$ cat config.mk
export PLATFORM = sky130hd
export DESIGN_NAME = brace_key_value_frame_parser_core
export DESIGN_NICKNAME = d
export VERILOG_FILES = /design/src/rtl/bkvfp_pkg.sv /design/src/rtl/bkvfp_dp.sv /design/src/rtl/bkvfp_ctrl.sv /design/src/rtl/brace_key_value_frame_parser_core.sv
export SDC_FILE = /design/constraint.sdc
export NUM_CORES = 1
export LEC_CHECK = 0
export BUFFER_PORTS_ARGS = -buffer_cell sky130_fd_sc_hd__buf_2
export CAP_MARGIN = 30
export CORE_UTILIZATION = 30
export CTS_CLUSTER_SIZE = 16
export DETAILED_ROUTE_END_ITERATION = 10
export GPL_TIMING_DRIVEN = 0
export PLACE_DENSITY_LB_ADDON = 0.25
export REMOVE_ABC_BUFFERS = 1
export SLEW_MARGIN = 20
export SYNTH_ARGS = -nofsm -noshare
export SYNTH_HDL_FRONTEND = slang
export SYNTH_SLANG_ARGS = --single-unit
$ cat constraint.sdc
create_clock -name clk -period 10.5 [get_ports clk]
set_input_delay 0 -clock clk [delete_from_list [all_inputs] [get_ports clk]]
set_output_delay 0 -clock clk [all_outputs]
set_load 0.05 [all_outputs]
$ cat src/rtl/bkvfp_pkg.sv
package bkvfp_pkg;

	localparam int KEY_MAX_DEF   = 8;
	localparam int VALUE_MAX_DEF = 32;

	localparam logic [7:0] CH_OPEN  = 8'h7B;
	localparam logic [7:0] CH_COLON = 8'h3A;
	localparam logic [7:0] CH_COMMA = 8'h2C;
	localparam logic [7:0] CH_CLOSE = 8'h7D;
	localparam logic [7:0] CH_QMARK = 8'h3F;
	localparam logic [7:0] PRINT_LO = 8'h21;
	localparam logic [7:0] PRINT_HI = 8'h7E;

	typedef enum logic [2:0] {
		KIND_ECHO = 3'd0,
		KIND_ERR  = 3'd1,
		KIND_KEY  = 3'd2,
		KIND_VAL  = 3'd3,
		KIND_END  = 3'd4
	} kind_t;

	// controller -> datapath
	typedef struct packed {
		logic  ld_rx;
		logic  out_ld;
		kind_t out_kind;
		logic  out_last;
		logic  store_key;
		logic  store_val;
		logic  clr_counts;
		logic  clr_val_count;
		logic  clr_ovf;
		logic  rd_clr;
		logic  rd_inc;
	} cmd_t;

	// datapath -> controller
	typedef struct packed {
		logic out_free;
		logic is_open;
		logic is_colon;
		logic is_delim;
		logic is_comma;
		logic is_print;
		logic key_nz;
		logic val_nz;
		logic key_last;
		logic val_last;
	} sts_t;

endpackage

$ cat src/rtl/bkvfp_dp.sv
module bkvfp_dp #(
	parameter int KEY_MAX   = bkvfp_pkg::KEY_MAX_DEF,
	parameter int VALUE_MAX = bkvfp_pkg::VALUE_MAX_DEF
) (
	input  logic              clk,
	input  logic              arst_n,
	input  bkvfp_pkg::cmd_t   cmd,
	output bkvfp_pkg::sts_t   sts,
	input  logic [7:0]        rx_byte,
	output logic              out_valid,
	input  logic              out_stall,
	output logic [2:0]        kind,
	output logic [7:0]        out_char,
	output logic              truncated,
	output logic              last
);
	import bkvfp_pkg::*;

	localparam int KC_W  = $clog2(KEY_MAX + 1);
	localparam int VC_W  = $clog2(VALUE_MAX + 1);
	localparam int KA_W  = (KEY_MAX > 1) ? $clog2(KEY_MAX) : 1;
	localparam int VA_W  = (VALUE_MAX > 1) ? $clog2(VALUE_MAX) : 1;
	localparam int RMAX  = (KEY_MAX > VALUE_MAX) ? KEY_MAX : VALUE_MAX;
	localparam int RI_W  = $clog2(RMAX + 1);

	logic [7:0]      rx_q;
	logic [KC_W-1:0] key_cnt_q;
	logic [VC_W-1:0] val_cnt_q;
	logic            ovf_q;
	logic [RI_W-1:0] rd_idx_q;
	logic [RI_W-1:0] rd_nxt;
	logic [RI_W-1:0] rd_addr;
	logic            key_full;
	logic            val_full;
	logic [7:0]      key_mem [KEY_MAX];
	logic [7:0]      val_mem [VALUE_MAX];
	logic [7:0]      key_rd_q;
	logic [7:0]      val_rd_q;
	logic            out_valid_q;
	kind_t           kind_q;
	logic [7:0]      char_q;
	logic            trunc_q;
	logic            last_q;
	logic [7:0]      char_d;

	always_ff @(posedge clk) begin
		if (cmd.ld_rx) begin
			rx_q <= rx_byte;
		end
	end

	assign key_full = (key_cnt_q == KC_W'(KEY_MAX));
	assign val_full = (val_cnt_q == VC_W'(VALUE_MAX));

	always_ff @(posedge clk or negedge arst_n) begin
		if (!arst_n) begin
			key_cnt_q <= '0;
			val_cnt_q <= '0;
			ovf_q     <= 1'b0;
			rd_idx_q  <= '0;
		end else begin
			if (cmd.clr_counts) begin
				key_cnt_q <= '0;
			end else if (cmd.store_key && !key_full) begin
				key_cnt_q <= key_cnt_q + KC_W'(1);
			end
			if (cmd.clr_counts || cmd.clr_val_count) begin
				val_cnt_q <= '0;
			end else if (cmd.store_val && !val_full) begin
				val_cnt_q <= val_cnt_q + VC_W'(1);
			end
			if (cmd.clr_ovf) begin
				ovf_q <= 1'b0;
			end else if ((cmd.store_key && key_full) || (cmd.store_val && val_full)) begin
				ovf_q <= 1'b1;
			end
			rd_idx_q <= rd_addr;
		end
	end

	// read data registers follow the index that will be current next cycle
	assign rd_nxt  = rd_idx_q + RI_W'(1);
	assign rd_addr = cmd.rd_clr ? '0 : (cmd.rd_inc ? rd_nxt : rd_idx_q);

	always_ff @(posedge clk) begin
		if (cmd.store_key && !key_full) begin
			key_mem[key_cnt_q[KA_W-1:0]] <= rx_q;
		end
		key_rd_q <= key_mem[rd_addr[KA_W-1:0]];
	end

	always_ff @(posedge clk) begin
		if (cmd.store_val && !val_full) begin
			val_mem[val_cnt_q[VA_W-1:0]] <= rx_q;
		end
		val_rd_q <= val_mem[rd_addr[VA_W-1:0]];
	end

	always_comb begin
		unique case (cmd.out_kind)
			KIND_ERR: char_d = CH_QMARK;
			KIND_KEY: char_d = key_rd_q;
			KIND_VAL: char_d = val_rd_q;
			default:  char_d = rx_q;
		endcase
	end

	always_ff @(posedge clk or negedge arst_n) begin
		if (!arst_n) begin
			out_valid_q <= 1'b0;
		end else if (cmd.out_ld) begin
			out_valid_q <= 1'b1;
		end else if (!out_stall) begin
			out_valid_q <= 1'b0;
		end
	end

	always_ff @(posedge clk) begin
		if (cmd.out_ld) begin
			kind_q  <= cmd.out_kind;
			char_q  <= char_d;
			trunc_q <= ovf_q && (cmd.out_kind == KIND_KEY || cmd.out_kind == KIND_VAL ||
				cmd.out_kind == KIND_END);
			last_q  <= cmd.out_last;
		end
	end

	assign out_valid = out_valid_q;
	assign kind      = kind_q;
	assign out_char  = char_q;
	assign truncated = trunc_q;
	assign last      = last_q;

	always_comb begin
		sts.out_free = !out_valid_q || !out_stall;
		sts.is_open  = (rx_q == CH_OPEN);
		sts.is_colon = (rx_q == CH_COLON);
		sts.is_comma = (rx_q == CH_COMMA);
		sts.is_delim = (rx_q == CH_COMMA) || (rx_q == CH_CLOSE);
		sts.is_print = (rx_q >= PRINT_LO) && (rx_q <= PRINT_HI);
		sts.key_nz   = (key_cnt_q != '0);
		sts.val_nz   = (val_cnt_q != '0);
		sts.key_last = (rd_nxt == RI_W'(key_cnt_q));
		sts.val_last = (rd_nxt == RI_W'(val_cnt_q));
	end

endmodule

$ cat src/rtl/bkvfp_ctrl.sv
module bkvfp_ctrl (
	input  logic            clk,
	input  logic            arst_n,
	input  logic            in_valid,
	output logic            in_stall,
	input  bkvfp_pkg::sts_t sts,
	output bkvfp_pkg::cmd_t cmd
);
	import bkvfp_pkg::*;

	typedef enum logic [5:0] {
		ST_IDLE = 6'b000001,
		ST_ECHO = 6'b000010,
		ST_ERR  = 6'b000100,
		ST_KEY  = 6'b001000,
		ST_VAL  = 6'b010000,
		ST_END  = 6'b100000
	} state_t;

	typedef enum logic [2:0] {
		PH_IDLE = 3'b001,
		PH_KEY  = 3'b010,
		PH_VAL  = 3'b100
	} phase_t;

	state_t state_q, state_d;
	phase_t phase_q, phase_d;
	logic   err;
	logic   rdo;

	assign err = !sts.is_print || (sts.is_delim && phase_q == PH_KEY);
	assign rdo = sts.is_delim && phase_q == PH_VAL;

	assign in_stall = (state_q != ST_IDLE);

	always_comb begin
		state_d = state_q;
		phase_d = phase_q;
		cmd     = '0;
		cmd.out_kind = KIND_ECHO;
		unique case (state_q)
			ST_IDLE: begin
				cmd.ld_rx = in_valid;
				if (in_valid) begin
					state_d = ST_ECHO;
				end
			end
			ST_ECHO: begin
				if (sts.out_free) begin
					cmd.out_ld   = 1'b1;
					cmd.out_last = !(err || rdo);
					cmd.rd_clr   = 1'b1;
					if (err) begin
						phase_d        = PH_IDLE;
						cmd.clr_counts = 1'b1;
					end else if (sts.is_open) begin
						if (phase_q == PH_IDLE) begin
							phase_d        = PH_KEY;
							cmd.clr_counts = 1'b1;
							cmd.clr_ovf    = 1'b1;
						end
					end else if (sts.is_colon) begin
						if (phase_q == PH_KEY) begin
							phase_d           = PH_VAL;
							cmd.clr_val_count = 1'b1;
						end
					end else if (!sts.is_delim) begin
						cmd.store_key = (phase_q == PH_KEY);
						cmd.store_val = (phase_q == PH_VAL);
					end
					priority if (err) begin
						state_d = ST_ERR;
					end else if (rdo) begin
						state_d = sts.key_nz ? ST_KEY : (sts.val_nz ? ST_VAL : ST_END);
					end else begin
						state_d = ST_IDLE;
					end
				end
			end
			ST_ERR: begin
				cmd.out_kind = KIND_ERR;
				if (sts.out_free) begin
					cmd.out_ld   = 1'b1;
					cmd.out_last = 1'b1;
					state_d      = ST_IDLE;
				end
			end
			ST_KEY: begin
				cmd.out_kind = KIND_KEY;
				if (sts.out_free) begin
					cmd.out_ld = 1'b1;
					if (sts.key_last) begin
						cmd.rd_clr = 1'b1;
						state_d    = sts.val_nz ? ST_VAL : ST_END;
					end else begin
						cmd.rd_inc = 1'b1;
					end
				end
			end
			ST_VAL: begin
				cmd.out_kind = KIND_VAL;
				if (sts.out_free) begin
					cmd.out_ld = 1'b1;
					if (sts.val_last) begin
						state_d = ST_END;
					end else begin
						cmd.rd_inc = 1'b1;
					end
				end
			end
			ST_END: begin
				cmd.out_kind = KIND_END;
				if (sts.out_free) begin
					cmd.out_ld     = 1'b1;
					cmd.out_last   = 1'b1;
					cmd.clr_counts = 1'b1;
					cmd.clr_ovf    = 1'b1;
					phase_d        = sts.is_comma ? PH_KEY : PH_IDLE;
					state_d        = ST_IDLE;
				end
			end
			default: begin
				state_d = ST_IDLE;
			end
		endcase
	end

	always_ff @(posedge clk or negedge arst_n) begin
		if (!arst_n) begin
			state_q <= ST_IDLE;
			phase_q <= PH_IDLE;
		end else begin
			state_q <= state_d;
			phase_q <= phase_d;
		end
	end

endmodule

$ cat src/rtl/brace_key_value_frame_parser_core.sv
// channel | dir | handshake           | payload
// input   | in  | in_valid / in_stall  | rx_byte
// output  | out | out_valid / out_stall| kind, out_char, truncated, last
//
// A byte with a single result (echo only) goes through capture, then echo load.
// A byte that ends a record goes through capture, echo, key chars, value chars and end mark;
// key/value chars (at most KEY_MAX + VALUE_MAX) come one result per cycle from the store
// read port while the output is free; a stalled result waits in the output register.
// arst_n clears the sequencer, parse phase, counts and output valid; stores are not cleared.
module brace_key_value_frame_parser_core #(
	parameter int KEY_MAX   = bkvfp_pkg::KEY_MAX_DEF,
	parameter int VALUE_MAX = bkvfp_pkg::VALUE_MAX_DEF
) (
	input  logic       clk,
	input  logic       arst_n,
	input  logic       in_valid,
	output logic       in_stall,
	input  logic [7:0] rx_byte,
	output logic       out_valid,
	input  logic       out_stall,
	output logic [2:0] kind,
	output logic [7:0] out_char,
	output logic       truncated,
	output logic       last
);
	import bkvfp_pkg::*;

	cmd_t cmd;
	sts_t sts;

	bkvfp_ctrl u_ctrl (
		.clk      (clk),
		.arst_n   (arst_n),
		.in_valid (in_valid),
		.in_stall (in_stall),
		.sts      (sts),
		.cmd      (cmd)
	);

	bkvfp_dp #(
		.KEY_MAX   (KEY_MAX),
		.VALUE_MAX (VALUE_MAX)
	) u_dp (
		.clk       (clk),
		.arst_n    (arst_n),
		.cmd       (cmd),
		.sts       (sts),
		.rx_byte   (rx_byte),
		.out_valid (out_valid),
		.out_stall (out_stall),
		.kind      (kind),
		.out_char  (out_char),
		.truncated (truncated),
		.last      (last)
	);

`ifndef SYNTH
	// a captured byte keeps the input closed until its last result is loaded
	a_busy_after_accept: assert property (@(posedge clk) disable iff (!arst_n)
		(in_valid && !in_stall) |=> in_stall)
		else $error("input accepted again right after a transaction");

	// error mark always closes the results of its byte
	a_err_is_last: assert property (@(posedge clk) disable iff (!arst_n)
		(out_valid && kind == KIND_ERR) |-> (last && out_char == CH_QMARK))
		else $error("error mark not final or wrong char");

	// echo and error never carry the truncation flag
	a_no_trunc_echo: assert property (@(posedge clk) disable iff (!arst_n)
		(out_valid && (kind == KIND_ECHO || kind == KIND_ERR)) |-> !truncated)
		else $error("truncated set on echo or error");

	// key and value chars are always followed by more results
	a_rd_not_last: assert property (@(posedge clk) disable iff (!arst_n)
		(out_valid && (kind == KIND_KEY || kind == KIND_VAL)) |-> !last)
		else $error("record char marked last");
`endif

endmodule

==> flow_summary.ini <==
[clock_network]
htreeDepth = 2
cts_tree = built
cts_setup_buffers = 0
cts_buffer_depth = 3
cts_sinks = 384
clkTransAtPathRegs_ns = 0.06
clk_latency_ns = 0.54
numCtsBuffers = 40
root_buffer = clkbuf_16

[floorplanning]
initial_core_util_pct = 30.4
fp.dieW_um = 233
die_y_um = 233
num_io_pins = 27
coreArea_um2 = 52700
rows = 84
dieArea_um2 = 54200

[finish]
drive_gt1_share_pct = 12.2
antenna_cells = 0
stdcell_count = 1970
layout_commonest_cell = edfxtp_1
areaGrowthSynthToFinish_pct = 17.0
nNetsFinal = 1269
final_cell_mix = 341 x edfxtp_1, 231 x nand2_1, 81 x nand3_1
stdcell_area_um2 = 18700
fillers = 5039

[sta]
grt_setup_unrepaired = no
report.final.slew_viol_count = 0
period_minus_slack_ns = 4.56
finClkSkew_ns = 0.0170
slew_headroom_pct = 40.3
tightest_slew_ns = 0.893
final-setup-viol-count = 0
fmax_mhz = 219
fin_ws_ns = 5.94
hold_violations = 0
fin_crit_sh_pct = 43.4

[detailed_routing]
dr.pass1.iters = 5
dr_total_vias = 9801
via_per_inst = 4.98
finalWirelength_um = 39400
drtIter0Drc = 603
drc_errors = 0
postRouteAntennaNets = 0
wl_per_cell_um = 20.0

[placed_design]
place.gp.congestion = 0.786
dp_hpwl_um = 26000
post-place-ws_ns = 5.95
placed_area_um2 = 17300
io_buffer_count = 26
dp_cells = 1884

[global_routing]
grt_start_max_net_pins = 110
grt_antenna_before_repair = 0
busiest_layer = met2
met2_usage_pct = 24.9
overflow = 0
grt_pass1_vias = 9724
met1_usage_pct = 19.3
grtUsageTotal_pct = 14.6
grtUsageMet3_pct = 1.95
grt_first_pass_wirelength_um = 59800

[worst_setup_path]
end_kind = flop
arrival_ns = 4.96
worstSetupPathType = reg -> reg
path_max_fanout = 17
startpoint_type = flop
required_ns = 10.91

[run]
cap_violations = 0

[worst_hold_path]
hold_class = in -> async

[yosys]
yosys_warnings = 0
synth_seq_cells = 384
async_flop_share_pct = 7.03
yosysSeqAreaShare_pct = 70.3
synth_top_area_share_pct = 64.0
synthTopCellsByArea = edfxtp_1 64%, nand2_1 5.4%, dfrtp_1 3.9%
dominantRegCellSynth = edfxtp_1
syn_area_um2 = 16000
synth_edf_count = 341
avgSynthCellArea_um2 = 13.3
synth.area.mux_share_pct = 3.83
yosys.area.top_type = edfxtp_1
synth-adder-area-share_pct = 0.548
syn_inst = 1203
synth-xor-area-share_pct = 1.60
ys_types = 75
synth_top_family_by_area = simple AND/OR/NAND/NOR gates
synth-simple-area-share_pct = 15.1
synth_compound_area_share_pct = 6.34

[power]
netSwitchingPower_uw = 1210
p_clk_share_pct = 33.9
p_sw_share_pct = 29.3
cell_internal_pwr_uw = 2920
pwr-share-seq_pct = 44.9
power_frac_comb_pct = 21.1
ir_drop_mv = 0.111
cellLeakagePower_uw = 0.00624
powerDensity_nw_per_um2 = 221

[outcome]
status = finished, final reports clean
## repair_timing
item,in CTS,in global routing
resized for setup,0,0
endpoints found under the setup margin,0,0
hold buffers,11,0
hold endpoints to repair,48,0
## flip-flops by register name (all words and copies together), names as in the netlist
name            count
u_ctrl.phase_q      3
u_ctrl.state_q      6
u_dp.key_cnt_q      4
u_dp.key_mem       64
u_dp.key_rd_q       8
u_dp.kind           3
u_dp.last           1
u_dp.out_char       8
u_dp.out_valid      1
u_dp.ovf_q          1
u_dp.rd_idx_q       6
u_dp.rx_q           8
u_dp.truncated      1
u_dp.val_cnt_q      6
u_dp.val_mem      256
u_dp.val_rd_q       8
## cell families after synthesis
group                      after synthesis
AOI/OAI and AO/OA                      132
xor gates and xnor gates                24
adders and majority gates                7
buffers and inverters                   82
DFF                                    384
muxes                                   60
and+or+nand+nor                        514
## routing by layer
layer  vias up  wire (um)
li1       4612          -
met1      4906      17500
met2       232      19400
met3        51       1700
met4         0        752
met5         -          0
## final cells by class
type / count / area (um^2) / share of cell area, %
clock inverters: 15 / 159 / 0.849
multi-input cells: 737 / 4460 / 23.9
repair buffers: 69 / 779 / 4.17
well taps: 688 / 861 / 4.60
clock buffers: 59 / 1130 / 6.07
inverters: 18 / 75.1 / 0.401
flip-flops and latches: 384 / 11200 / 60.1
## synth_stat cells, types with 10 or more instances
| library cell | instances |
|---|---|
| mux2_2 | 10 |
| xnor2_1 | 15 |
| nand3_1 | 81 |
| a211oi_1 | 10 |
| nand4_1 | 43 |
| buf_2 | 14 |
| o21ai_0 | 21 |
| dfxtp_1 | 16 |
| inv_1 | 17 |
| nor2_1 | 77 |
| dfrtp_1 | 25 |
| nand2_1 | 231 |
| clkbuf_1 | 40 |
| a21oi_1 | 14 |
| mux2i_1 | 50 |
| and3_1 | 27 |
| edfxtp_1 | 341 |
| a32oi_1 | 32 |
## through the flow
stage | power, uW | hold slack [ns] | util [%] | TNS [ns]
2_1_floorplan | 2430 | -0.296 | - | 0
3_3_place_gp | 2730 | 0.0825 | 31.7 | -165.21
3_5_place_dp | 2770 | 0.0801 | 32.9 | 0
4_1_cts | 4180 | 0.0484 | 35.5 | 0
5_1_grt | 4300 | 0.104 | 35.5 | 0
6_report | 4130 | 0.0459 | 35.5 | 0
## worst max-delay path, cell delays in order (launching register included)
cell,delay (ns)
dfrtp_1,0.62
ha_1,0.46
xor3_1,0.28
a2111oi_1,0.40
nand4_1,0.31
and2_4,0.27
o21ai_4,0.22
nand2_1,0.13
a21oi_4,0.55
buf_8,0.24
buf_8,0.16
mux2_2,0.34
a221oi_1,0.31
a211oi_1,0.13
## final timing paths
kind	start	to	slack, ns	cells past startpoint
worst max-delay path	u_dp.rd_idx_q[0]$_DFF_PN0_	u_dp.key_rd_q[1]$_DFF_P_	5.94	13
worst min-delay path	arst_n	u_dp.rd_idx_q[3]$_DFF_PN0_	0.05	2
worst max register to register	u_dp.rd_idx_q[0]$_DFF_PN0_	u_dp.key_rd_q[1]$_DFF_P_	5.94	13
worst min register to register	u_dp.ovf_q$_DFFE_PN0P_	u_dp.ovf_q$_DFFE_PN0P_	0.51	1
max in group asynchronous	arst_n	u_ctrl.phase_q[2]$_DFFE_PN0P_	9.99	2
min in group clk	rx_byte[6]	u_dp.rx_q[6]$_DFFE_PP_	0.19	2
## power by group through the flow
stage | sequential (uW) | combinational [uW] | clock (uW)
floorplan | 1930 | 506 | 0
global placement | 1960 | 769 | 0
CTS | 1860 | 889 | 1430
detailed placement | 1890 | 884 | 0
finish | 1860 | 873 | 1400
global route | 1860 | 958 | 1480
(Power assumes the default switching activity.)
